<file path="src/hdl/pwdf_pkg.sv">
// Package for the pulse-width distance frame transmitter: constants, register indexes, codes.
`default_nettype none
package pwdf_pkg;

	localparam int NUM_SENSORS = 4;

	localparam logic [23:0] GAP_MAX = 24'hFF_FFFF;

	// Register reset values
	localparam logic [23:0] RST_FRAME_GAP   = 24'd100000;
	localparam logic        RST_TX_ENABLE   = 1'b1;
	localparam logic [15:0] RST_SYNC_HIGH   = 16'd1900;
	localparam logic [15:0] RST_SYNC_LOW    = 16'd1000;
	localparam logic [15:0] RST_SHORT_PHASE = 16'd100;
	localparam logic [15:0] RST_LONG_PHASE  = 16'd200;
	localparam logic [7:0]  RST_MAX_TENTHS  = 8'd25;
	localparam logic [7:0]  RST_NO_READING  = 8'd255;

	typedef enum logic [2:0] {
		REG_FRAME_GAP   = 3'd0,
		REG_TX_ENABLE   = 3'd1,
		REG_SYNC_HIGH   = 3'd2,
		REG_SYNC_LOW    = 3'd3,
		REG_SHORT_PHASE = 3'd4,
		REG_LONG_PHASE  = 3'd5,
		REG_MAX_TENTHS  = 3'd6,
		REG_NO_READING  = 3'd7
	} reg_index_t;

	typedef enum logic [1:0] {
		REQ_TICK  = 2'd0,
		REQ_SET   = 2'd1,
		REQ_CLEAR = 2'd2,
		REQ_NONE  = 2'd3
	} req_t;

	typedef enum logic [2:0] {
		PH_GAP       = 3'd0,
		PH_SYNC_HIGH = 3'd1,
		PH_SYNC_LOW  = 3'd2,
		PH_START     = 3'd3,
		PH_BIT_LOW   = 3'd4,
		PH_BIT_HIGH  = 3'd5
	} phase_t;

	function automatic logic [15:0] at_least_one(input logic [15:0] v);
		return (v == 16'd0) ? 16'd1 : v;
	endfunction

endpackage
`default_nettype wire

</file>
<file path="src/hdl/pulse_width_distance_frame_tx_unit.sv">
// Top level of the pulse-width distance frame transmitter.
`default_nettype none
// Keeps four distance codes (sensors A..D) and sends them as pulse-width coded
// frames on line_level, one input tick beat per microsecond of line time. Items
// are taken into an input register and then processed into a result register,
// so one item is accepted every cycle and its result is on the outputs once the
// result register has taken it; only out_stall throttles the flow.
// Configuration writes are taken in any cycle (cfg_ready is always high) and
// should only be issued while no item is in flight.
module pulse_width_distance_frame_tx_unit
	import pwdf_pkg::*;
(
	input  wire logic        clk,
	input  wire logic        arst_n,
	input  wire logic        in_valid,
	output logic             in_stall,
	input  wire logic [1:0]  req_type,
	input  wire logic [1:0]  sensor_index,
	input  wire logic [7:0]  tenths,
	output logic             out_valid,
	input  wire logic        out_stall,
	output logic             line_level,
	output logic             frame_busy,
	output logic [7:0]       stored_tenths,
	input  wire logic        cfg_valid,
	output logic             cfg_ready,
	input  wire logic [2:0]  cfg_index,
	input  wire logic [31:0] cfg_data
);

	// configuration
	logic [23:0] frame_gap_q;
	logic        tx_enable_q;
	logic [15:0] sync_high_q, sync_low_q, short_phase_q, long_phase_q;
	logic [7:0]  max_tenths_q, no_reading_q;

	// input stage
	logic        valid_s1;
	logic [1:0]  req_s1;
	logic [1:0]  idx_s1;
	logic [7:0]  tenths_s1;

	// transmitter state
	logic [7:0]  dist_q [NUM_SENSORS];
	logic [31:0] shift_q;
	phase_t      phase_q;
	logic [4:0]  bit_q;
	logic [15:0] timer_q;
	logic [23:0] gap_q;

	logic        adv_s2;
	logic        proc;

	assign cfg_ready = 1'b1;
	assign adv_s2    = !out_valid || !out_stall;
	assign in_stall  = valid_s1 && !adv_s2;
	assign proc      = valid_s1 && adv_s2;

	always_ff @(posedge clk or negedge arst_n) begin
		if (!arst_n) begin
			frame_gap_q   <= RST_FRAME_GAP;
			tx_enable_q   <= RST_TX_ENABLE;
			sync_high_q   <= RST_SYNC_HIGH;
			sync_low_q    <= RST_SYNC_LOW;
			short_phase_q <= RST_SHORT_PHASE;
			long_phase_q  <= RST_LONG_PHASE;
			max_tenths_q  <= RST_MAX_TENTHS;
			no_reading_q  <= RST_NO_READING;
		end else if (cfg_valid && cfg_ready) begin
			unique case (reg_index_t'(cfg_index))
				REG_FRAME_GAP:   frame_gap_q   <= cfg_data[23:0];
				REG_TX_ENABLE:   tx_enable_q   <= cfg_data[0];
				REG_SYNC_HIGH:   sync_high_q   <= cfg_data[15:0];
				REG_SYNC_LOW:    sync_low_q    <= cfg_data[15:0];
				REG_SHORT_PHASE: short_phase_q <= cfg_data[15:0];
				REG_LONG_PHASE:  long_phase_q  <= cfg_data[15:0];
				REG_MAX_TENTHS:  max_tenths_q  <= cfg_data[7:0];
				REG_NO_READING:  no_reading_q  <= cfg_data[7:0];
				default: ;
			endcase
		end
	end

	always_ff @(posedge clk or negedge arst_n) begin
		if (!arst_n) begin
			valid_s1 <= 1'b0;
		end else if (!in_stall) begin
			valid_s1 <= in_valid;
		end
	end

	always_ff @(posedge clk) begin
		if (in_valid && !in_stall) begin
			req_s1    <= req_type;
			idx_s1    <= sensor_index;
			tenths_s1 <= tenths;
		end
	end

	// next-state logic
	logic [7:0]  dist_n [NUM_SENSORS];
	logic [31:0] shift_n;
	phase_t      phase_n;
	logic [4:0]  bit_n;
	logic [15:0] timer_n;
	logic [23:0] gap_n;
	logic        level_n;

	phase_t      cur_ph;
	logic [31:0] cur_shift;
	logic [15:0] cur_timer;
	logic [15:0] ph_len;
	logic        run;
	logic        cur_in_frame;

	always_comb begin
		unique case (phase_q)
			PH_SYNC_HIGH, PH_SYNC_LOW, PH_START, PH_BIT_LOW, PH_BIT_HIGH:
				cur_in_frame = 1'b1;
			default: cur_in_frame = 1'b0;
		endcase
	end

	always_comb begin
		for (int i = 0; i < NUM_SENSORS; i++) begin
			dist_n[i] = dist_q[i];
		end
		shift_n   = shift_q;
		phase_n   = phase_q;
		bit_n     = bit_q;
		timer_n   = timer_q;
		gap_n     = gap_q;
		level_n   = 1'b0;
		run       = 1'b0;
		cur_ph    = phase_q;
		cur_shift = shift_q;
		cur_timer = timer_q;
		ph_len    = 16'd1;

		case (req_t'(req_s1))
			REQ_TICK: begin
				if (!cur_in_frame) begin
					phase_n = PH_GAP;
					if (tx_enable_q && gap_q >= frame_gap_q) begin
						// frame starts: latch codes in order A, D, C, B
						cur_shift = {dist_q[0], dist_q[3], dist_q[2], dist_q[1]};
						cur_ph    = PH_SYNC_HIGH;
						cur_timer = 16'd0;
						bit_n     = 5'd0;
						run       = 1'b1;
					end else if (gap_q != GAP_MAX) begin
						gap_n = gap_q + 24'd1;
					end
				end else if (!tx_enable_q) begin
					// abandoned frame counts as ended on this tick
					phase_n = PH_GAP;
					bit_n   = 5'd0;
					timer_n = 16'd0;
					gap_n   = 24'd1;
				end else begin
					run = 1'b1;
				end
			end
			REQ_SET: begin
				dist_n[idx_s1] = (tenths_s1 <= max_tenths_q) ? tenths_s1 : no_reading_q;
				level_n = cur_in_frame &&
					(phase_q == PH_SYNC_HIGH || phase_q == PH_START ||
					 phase_q == PH_BIT_HIGH);
			end
			REQ_CLEAR: begin
				for (int i = 0; i < NUM_SENSORS; i++) begin
					dist_n[i] = no_reading_q;
				end
				level_n = cur_in_frame &&
					(phase_q == PH_SYNC_HIGH || phase_q == PH_START ||
					 phase_q == PH_BIT_HIGH);
			end
			default: begin
				level_n = cur_in_frame &&
					(phase_q == PH_SYNC_HIGH || phase_q == PH_START ||
					 phase_q == PH_BIT_HIGH);
			end
		endcase

		if (run) begin
			level_n = (cur_ph == PH_SYNC_HIGH || cur_ph == PH_START ||
				cur_ph == PH_BIT_HIGH);
			unique case (cur_ph)
				PH_SYNC_HIGH: ph_len = at_least_one(sync_high_q);
				PH_SYNC_LOW:  ph_len = at_least_one(sync_low_q);
				PH_START:     ph_len = at_least_one(short_phase_q);
				PH_BIT_LOW:   ph_len = at_least_one(cur_shift[31] ? short_phase_q : long_phase_q);
				default:      ph_len = at_least_one(cur_shift[31] ? long_phase_q : short_phase_q);
			endcase
			shift_n = cur_shift;
			phase_n = cur_ph;
			if ({1'b0, cur_timer} + 17'd1 >= {1'b0, ph_len}) begin
				timer_n = 16'd0;
				unique case (cur_ph)
					PH_BIT_HIGH: begin
						shift_n = {cur_shift[30:0], 1'b0};
						if (bit_q == 5'd31) begin
							bit_n   = 5'd0;
							phase_n = PH_GAP;
							gap_n   = 24'd0;
						end else begin
							bit_n   = bit_q + 5'd1;
							phase_n = PH_BIT_LOW;
						end
					end
					PH_START:     phase_n = PH_BIT_LOW;
					PH_SYNC_HIGH: phase_n = PH_SYNC_LOW;
					PH_SYNC_LOW:  phase_n = PH_START;
					default:      phase_n = PH_BIT_HIGH;
				endcase
			end else begin
				timer_n = cur_timer + 16'd1;
			end
		end
	end

	logic busy_n;
	always_comb begin
		unique case (phase_n)
			PH_SYNC_HIGH, PH_SYNC_LOW, PH_START, PH_BIT_LOW, PH_BIT_HIGH: busy_n = 1'b1;
			default: busy_n = 1'b0;
		endcase
	end

	always_ff @(posedge clk or negedge arst_n) begin
		if (!arst_n) begin
			for (int i = 0; i < NUM_SENSORS; i++) begin
				dist_q[i] <= RST_NO_READING;
			end
			shift_q <= 32'd0;
			phase_q <= PH_GAP;
			bit_q   <= 5'd0;
			timer_q <= 16'd0;
			gap_q   <= RST_FRAME_GAP;
		end else if (proc) begin
			for (int i = 0; i < NUM_SENSORS; i++) begin
				dist_q[i] <= dist_n[i];
			end
			shift_q <= shift_n;
			phase_q <= phase_n;
			bit_q   <= bit_n;
			timer_q <= timer_n;
			gap_q   <= gap_n;
		end
	end

	// result register
	always_ff @(posedge clk or negedge arst_n) begin
		if (!arst_n) begin
			out_valid <= 1'b0;
		end else if (adv_s2) begin
			out_valid <= valid_s1;
		end
	end

	always_ff @(posedge clk) begin
		if (proc) begin
			line_level    <= level_n;
			frame_busy    <= busy_n;
			stored_tenths <= dist_n[idx_s1];
		end
	end

endmodule
`default_nettype wire
</file>
<file path="config.mk">
export PLATFORM = sky130hd
export DESIGN_NAME = pulse_width_distance_frame_tx_unit
export DESIGN_NICKNAME = d
export VERILOG_FILES = /design/src/hdl/pwdf_pkg.sv /design/src/hdl/pulse_width_distance_frame_tx_unit.sv
export SDC_FILE = /design/constraint.sdc
export NUM_CORES = 1
export LEC_CHECK = 0
export BUFFER_PORTS_ARGS = -buffer_cell sky130_fd_sc_hd__buf_2
export CORE_ASPECT_RATIO = 1.75
export CORE_UTILIZATION = 40
export DETAILED_ROUTE_END_ITERATION = 10
export HOLD_SLACK_MARGIN = 0.08
export SYNTH_ARGS = -nofsm -noshare
export SYNTH_HDL_FRONTEND = slang
export SYNTH_SLANG_ARGS = --single-unit
</file>
<file path="constraint.sdc">
create_clock -name clk -period 6.2 [get_ports clk]
set_input_delay 1.24 -clock clk [delete_from_list [all_inputs] [get_ports clk]]
set_output_delay 1.24 -clock clk [all_outputs]
set_load 0.005 [all_outputs]
</file>
==> results of run 1 <==
==> synthesized netlist by cell type (6+ instances only) <==
master     count
a21o_1         9
a31oi_1       12
a311oi_1       8
a21oi_1       28
xnor2_1        6
dfrtp_1      144
nand4b_1      10
mux2_2        82
clkbuf_1      59
nand2b_1      18
nor4_1        18
o21a_1        10
edfxtp_1      22
a22o_1        20
o41ai_1        6
mux2_1        28
a21boi_0      40
nand2_1      183
o2111ai_1      8
nor3_1        15
dfstp_2       75
a221oi_1      13
o21ai_1       42
o22ai_1       37
mux4_2         8
buf_2         14
nand3_1       41
nand4_1       22
o21ai_0       85
or3_1          8
mux2i_1       35
and3_1        17
o31ai_1       25
inv_1         61
and2_1        14
nor2_1        59
ha_1          55
o211ai_1       6
xor2_1         9
==> through the flow <==
step                      hold slack, ns  setup slack [ns]  utilization, %
after global placement            0.4588           0.02954           43.47
after floorplan                   0.4441            0.8602               -
after detailed placement          0.4690           0.04274           43.47
after global routing              0.4993          -0.03831           46.22
final                             0.4828            0.2184           46.22
after CTS                         0.4841          0.002766           45.98
==> worst reg2reg max path, cell delays in order (launching register included) <==
cell and delay (ns):
dfrtp_1 0.44, ha_1 0.30, nand4_1 0.22, nor3_4 0.36, nand4_1 0.14, buf_4 0.17, o21ai_4 0.21, o21ai_4 0.15
mux2i_4 0.23, buf_4 0.22, a21oi_1 0.15, o221ai_1 0.16, buf_4 0.21, a221oi_1 0.48, ha_1 0.34, nor2b_1 0.14
o21bai_1 0.13, a41o_1 0.17, a31oi_1 0.08, a311o_1 0.43, a31oi_1 0.19, o21ai_0 0.11, a221oi_2 0.36, buf_4 0.17
mux2i_1 0.23
==> cells by family (layout without fill, tap and decap cells) <==
logic type | Yosys count | in the layout | share of synthesized area [%]
buffers and inverters | 142 | 225 | 4.000
AO/OA/AOI/OAI | 403 | 403 | 19.40
adder cells (fa/ha/maj) | 55 | 55 | 4.803
flip-flops | 241 | 241 | 43.52
other | 1 | 1 | 0.02618
multiplexers | 154 | 154 | 12.51
XOR/XNOR | 15 | 15 | 0.9171
AND/OR/NAND/NOR | 434 | 434 | 14.83
==> cell type report <==
| type | count | area (sq um) | share of cell area [%] |
|---|---|---|---|
| clock buffers | 34 | 699.4 | 4.287 |
| clock inverters | 12 | 187.7 | 1.150 |
| inverters | 62 | 232.7 | 1.426 |
| multi-input cells | 1062 | 7579 | 46.45 |
| flip-flops and latches | 241 | 6235 | 38.21 |
| well taps | 465 | 581.8 | 3.566 |
| repair buffers | 117 | 800.8 | 4.908 |
==> worst max-delay path by stage <==
stage                                     startpoint              endpoint  slack (ns)  cells after the start
after floorplan           frame_gap_q[7]$_DFFE_PN1P_  frame_busy$_DFFE_PP_        0.86                     23
after global placement         gap_q[21]$_DFFE_PN0P_  frame_busy$_DFFE_PP_        0.03                     23
after detailed placement       gap_q[21]$_DFFE_PN0P_  frame_busy$_DFFE_PP_        0.04                     23
after CTS                      gap_q[20]$_DFFE_PN0P_  frame_busy$_DFFE_PP_       0.003                     23
after global routing           gap_q[20]$_DFFE_PN0P_  frame_busy$_DFFE_PP_       -0.04                     25
final                          gap_q[20]$_DFFE_PN0P_  frame_busy$_DFFE_PP_        0.22                     24
==> where the power goes <==
part	leakage, nW	internal [mW]	switching, mW	total (mW)
sequential	2.83	1.97	0.264	2.24
clock	0.426	0.968	0.687	1.65
combinational	3.45	0.837	1.15	1.99
total	6.71	3.78	2.10	5.88
==> registers in the layout, indices dropped and copies added, names as in the netlist <==
signal,flops
dist_q,32
shift_q,32
frame_gap_q,24
gap_q,24
long_phase_q,16
short_phase_q,16
sync_high_q,16
sync_low_q,16
timer_q,16
max_tenths_q,8
no_reading_q,8
stored_tenths,8
tenths_s1,8
bit_q,5
phase_q,3
idx_s1,2
req_s1,2
frame_busy,1
line_level,1
out_valid,1
tx_enable_q,1
valid_s1,1
==> per-layer routing <==
metal  vias up  GRT usage, %
li1       5495             -
met5         -             0
met1      5704         25.61
met4         0         14.65
met3       109         2.040
met2       310         42.38
==> repair_timing <==
item	in CTS	in global routing
endpoints found under the setup margin	0	31
setup buffers	0	6
gates resized for setup	0	7
==> results.md, run 1 <==
- Final hold vios: 0
- YS warnings: 0
- Via density: 5.829
- CTS Buffer Depth: 3
- Outcome: finished clean
- Pre-Repair DR Iteration Count: 5
- Routed len/inst: 20.76 um
- Detailed Route Iter0 Violations: 841
- Routed wire length: 41,380 um
- H-tree Lvls: 1
- Antenna diode count: 0
- Hold path depth: 2
- Final net count: 1,616
- Synth area leader: dfrtp_1
- Die Width: 145.1 um
- Total number of vias: 11,620
- CP dominant cell by count: buf_4
- Placement Cell Area: 0.01534 sq mm
- Final setup violation count: 0
- Worst Path Max Fanout: 12
- Async S/R FF share, synth: 90.87%
- Worst R2R Setup Slack: 0.22 ns
- Worst endpoint data arrival time: 6.36 ns
- Reg2reg path depth: 24
- CTS tree: yes
- Post-synth top area share: 25.15%
- Register area share after synthesis: 43.52%
- Vias in the first global route: 11,760
- Crit Path Class: register to register
- Starting density of the core: 40.59%
- Worst rel slew slack: 17.29%
- Reg2Reg Capture Point: frame_busy$_DFFE_PP_
- Most common flop cell mapped by yosys: dfrtp_1
- Period minus WS final: 5.982 ns
- Leading cell type in the layout, fill and taps excluded: nand2_1
- Final cell count without fillers: 1,993
- CP bufs+invs: 4
- Reg clk slew, reported paths: 0.07 ns
- Post-synth net total: 1,552
- Area grow syn2layout: 13.89%
- Initial antenna violation count: 0
- Hold WC Path Type: register to register
- LEAKAGE: 6.710 nW
- IO Port Bufs: 55
- CTS root buffer: clkbuf_16
- CP max stage delay: 0.48 ns
- Routed met3 length: 1356 um
- Layout cell share with drive strength beyond 1: 23.49%
- Max-Cap Viols: 0
- Hold Buf Count CTS: 0
- I/O pins: 65
- DIE HEIGHT: 252.4 um
- Hold EP: shift_q[10]$_DFFE_PN0P_
- CP max stage cell: a221oi_1
- Cell Area, Synth: 0.01433 sq mm
- Avg Cell Area, Syn: 9.914 sq um
- Worst Setup End Kind: register
- Slew of the pin with the lowest slew margin: 1.241 ns
- Global route overflow: 0
- Post-DRT Antenna Nets: 0
- Most frequent cells in the layout: nand2_1 (182), dfrtp_1 (144), o21ai_0 (85)
- Placed insts: 1,941
- Pwr dens: 360.5 mW/mm^2
- Design Area, Final: 0.01632 sq mm
- Detailed placement HPWL: 29,610 um
- First-pass GRT wire length: 66,140 um
- Synthesized flop and latch total: 241
- TritonCTS buffer count: 25
- Overall Power: 5.882 mW
- Final worst clock skew: 0.01260 ns
- CTS sink count: 241
- Final TNS setup: 0 ns
- Top delay family on crit path: compound AO/OA/AOI/OAI gates
- Clock latency at the later pin of the worst-skew pair: 0.56 ns
- Netlist cell types: 87
- Worst path required time: 6.58 ns
- Drt drc: 0
- Period Utilization, post-route: 96.48%
- Top Layer Used: met4
- Post-synth EDFFs: 22
- F_max: 167.2 MHz
- Crit path cell chain: ha_1 -> nand4_1 -> nor3_4 -> nand4_1 -> buf_4 -> o21ai_4 -> o21ai_4 -> mux2i_4 -> buf_4 -> a21oi_1 -> o221ai_1 -> buf_4 -> a221oi_1 -> ha_1 -> nor2b_1 -> o21bai_1 -> a41o_1 -> a31oi_1 -> a311o_1 -> a31oi_1 -> o21ai_0 -> a221oi_2 -> buf_4 -> mux2i_1
- Filler Cells Inserted: 3,356
- Worst Min Path Start: shift_q[10]$_DFFE_PN0P_
- Overall global routing resource usage: 23.10%
- Gate Count Post-Synth: 1,445
- Slew Viols, Final: 0
- Largest net degree at the start of global routing: 115
- Critical path launch point type: register
- Core Footprint: 0.03530 sq mm
- Met2 wire len: 21,550 um
- Peak VDD IR: 225.6 uV
- Worst r2r src: gap_q[20]$_DFFE_PN0P_
- Met1 WL: 15,750 um
- Die Area: 0.03661 sq mm
- Area contributors post-synth: dfrtp_1 (25%), dfstp_2 (14%), mux2_2 (6.4%)
- Routability cong.: 0.9151
- Row count: 91
(Power assumes the default switching activity.)
==> run 2, diff against run 1 <==
CORE_UTILIZATION = 50   (was 40)
PLACE_DENSITY = 0.67   (was default)
==> run 2 against run 1 <==
  * Largest cell class unchanged
  * First-iteration DRC count decreased by 17%
  * Fmax increased by 2.3%
  * Sequential cell count unchanged
  * Total power decreased by 4.5%
  * Largest power group unchanged
  * Clock power decreased by 12%
  * Setup slack improved by 0.14 ns
  * Register-to-register slack improved by 0.14 ns
  * Critical path depth decreased by 1
  * Clock skew increased by 0.0079 ns
  * Via count increased by 0.65%
==> results.md, run 2 (synthesized netlist as in run 1, its figures left out) <==
- Total number of vias: 11,690
- Post-DRT Antenna Nets: 0
- F_max: 171.1 MHz
- Final hold vios: 0
- Clock latency at the later pin of the worst-skew pair: 0.55 ns
- Vias in the first global route: 11,780
- Routed len/inst: 20.94 um
- Leading cell type in the layout, fill and taps excluded: nand2_1
- Detailed Route Iter0 Violations: 698
- IO Port Bufs: 55
- Period Utilization, post-route: 94.28%
- Max-Cap Viols: 0
- Placement Cell Area: 0.01511 sq mm
- Final core occ: 56.71%
- Core Footprint: 0.02807 sq mm
- RSZ-0062 raised after global routing: no
- Final hold slack: 0.4836 ns
- Pre-Repair DR Iteration Count: 6
- Final net count: 1,597
- DIE HEIGHT: 225.9 um
- I/O pins: 65
- Worst rel slew slack: 16.98%
- Critical path launch point type: register
- LEAKAGE: 6.550 nW
- CTS sink count: 241
- Final worst clock skew: 0.02055 ns
- Die Area: 0.02936 sq mm
- Detailed placement HPWL: 28,580 um
- Most frequent cells in the layout: nand2_1 (182), dfrtp_1 (144), o21ai_0 (85)
- Design Area, Final: 0.01592 sq mm
- Row count: 81
- Overall global routing resource usage: 27.95%
- Area grow syn2layout: 11.14%
- Hold WC Path Type: register to register
- Reg clk slew, reported paths: 0.07 ns
- Worst endpoint data arrival time: 6.19 ns
- Die Width: 130.0 um
- Slew Viols, Final: 0
- Final WS setup: 0.3544 ns
- Worst Path Max Fanout: 12
- Layout cell share with drive strength beyond 1: 22.21%
- Pwr dens: 352.8 mW/mm^2
- Worst path required time: 6.55 ns
- Antenna diode count: 0
- Routed wire length: 39,390 um
- Peak VDD IR: 262.2 uV
- H-tree Lvls: 1
- Drt drc: 0
- Via density: 6.217
- CTS root buffer: clkbuf_16
- Slew of the pin with the lowest slew margin: 1.245 ns
- TritonCTS buffer count: 24
- Initial antenna violation count: 0
- Final cell count without fillers: 1,881
- CTS tree: yes
- Outcome: finished clean
- Worst Setup End Kind: register
- Period minus WS final: 5.846 ns
- First-pass GRT wire length: 62,490 um
- Largest net degree at the start of global routing: 131
- Final setup violation count: 0
- Placed insts: 1,835
- Overall Power: 5.618 mW
- Place WS: 0.1078 ns
- CTS Buffer Depth: 3
- Filler Cells Inserted: 2,514
- Top Registers: dist_q x32, shift_q x32
- Starting density of the core: 51.03%
- Global route overflow: 0
- Final TNS setup: 0 ns
- Crit Path Class: register to register
- Routability cong.: 0.9401
## run 2: final cells by class
type / count / area, sq um / share of cell area (%)
tap: 373 / 466.7 / 2.931
timing repair buffer: 99 / 653.1 / 4.102
clock inverter: 12 / 121.4 / 0.7623
sequential: 241 / 6235 / 39.16
clock buffer: 32 / 640.6 / 4.024
inverter: 62 / 232.7 / 1.462
multi-input combinational: 1062 / 7572 / 47.56
## run 2: path summary, 6_finish.rpt
check / from / endpoint / slack (ns) / cells after the start
min in group asynchronous: arst_n / sync_high_q[11]$_DFFE_PN0P_ / 0.69 / 1
worst max-delay path: gap_q[22]$_DFFE_PN0P_ / frame_busy$_DFFE_PP_ / 0.35 / 23
max in group asynchronous: arst_n / shift_q[15]$_DFFE_PN0P_ / 4.32 / 2
worst min-delay path: shift_q[9]$_DFFE_PN0P_ / shift_q[9]$_DFFE_PN0P_ / 0.48 / 2
worst max register to register: gap_q[22]$_DFFE_PN0P_ / frame_busy$_DFFE_PP_ / 0.35 / 23
worst min register to register: shift_q[9]$_DFFE_PN0P_ / shift_q[9]$_DFFE_PN0P_ / 0.48 / 2
## run 2: per-layer routing
metal,up-vias,track usage [%],part of all wire [%]
met5,-,0,0
met4,0,21.42,7.9
met3,116,2.559,3.9
met2,382,49.32,51
met1,5721,30.48,37
li1,5475,-,-
## run 2: critical path, cell delays in order (launching register included)
cell	delay, ns
dfrtp_1	0.45
ha_1	0.32
nand4_1	0.20
nor3_2	0.31
nand4_1	0.26
o21ai_4	0.31
o21ai_4	0.13
mux2i_4	0.22
buf_4	0.22
a21oi_1	0.16
o221ai_1	0.17
buf_4	0.20
a221oi_1	0.26
buf_4	0.20
ha_1	0.24
o21a_1	0.19
o21a_1	0.16
o21ai_0	0.14
a31oi_1	0.06
a311o_2	0.44
a31oi_1	0.18
o21ai_0	0.12
a221oi_2	0.37
mux2i_1	0.32
## run 2: report_power, final
part / internal (mW) / switching (mW) / total, mW
clock network: 0.812 / 0.636 / 1.45
registers: 1.97 / 0.267 / 2.24
logic: 0.805 / 1.12 / 1.93
## run 2: timing repair
| action | in CTS | in global routing |
|---|---|---|
| endpoints found under the setup margin | 0 | 22 |
| gates resized for setup | 0 | 6 |
| hold buffers | 0 | 0 |
| buffers inserted | 0 | 2 |
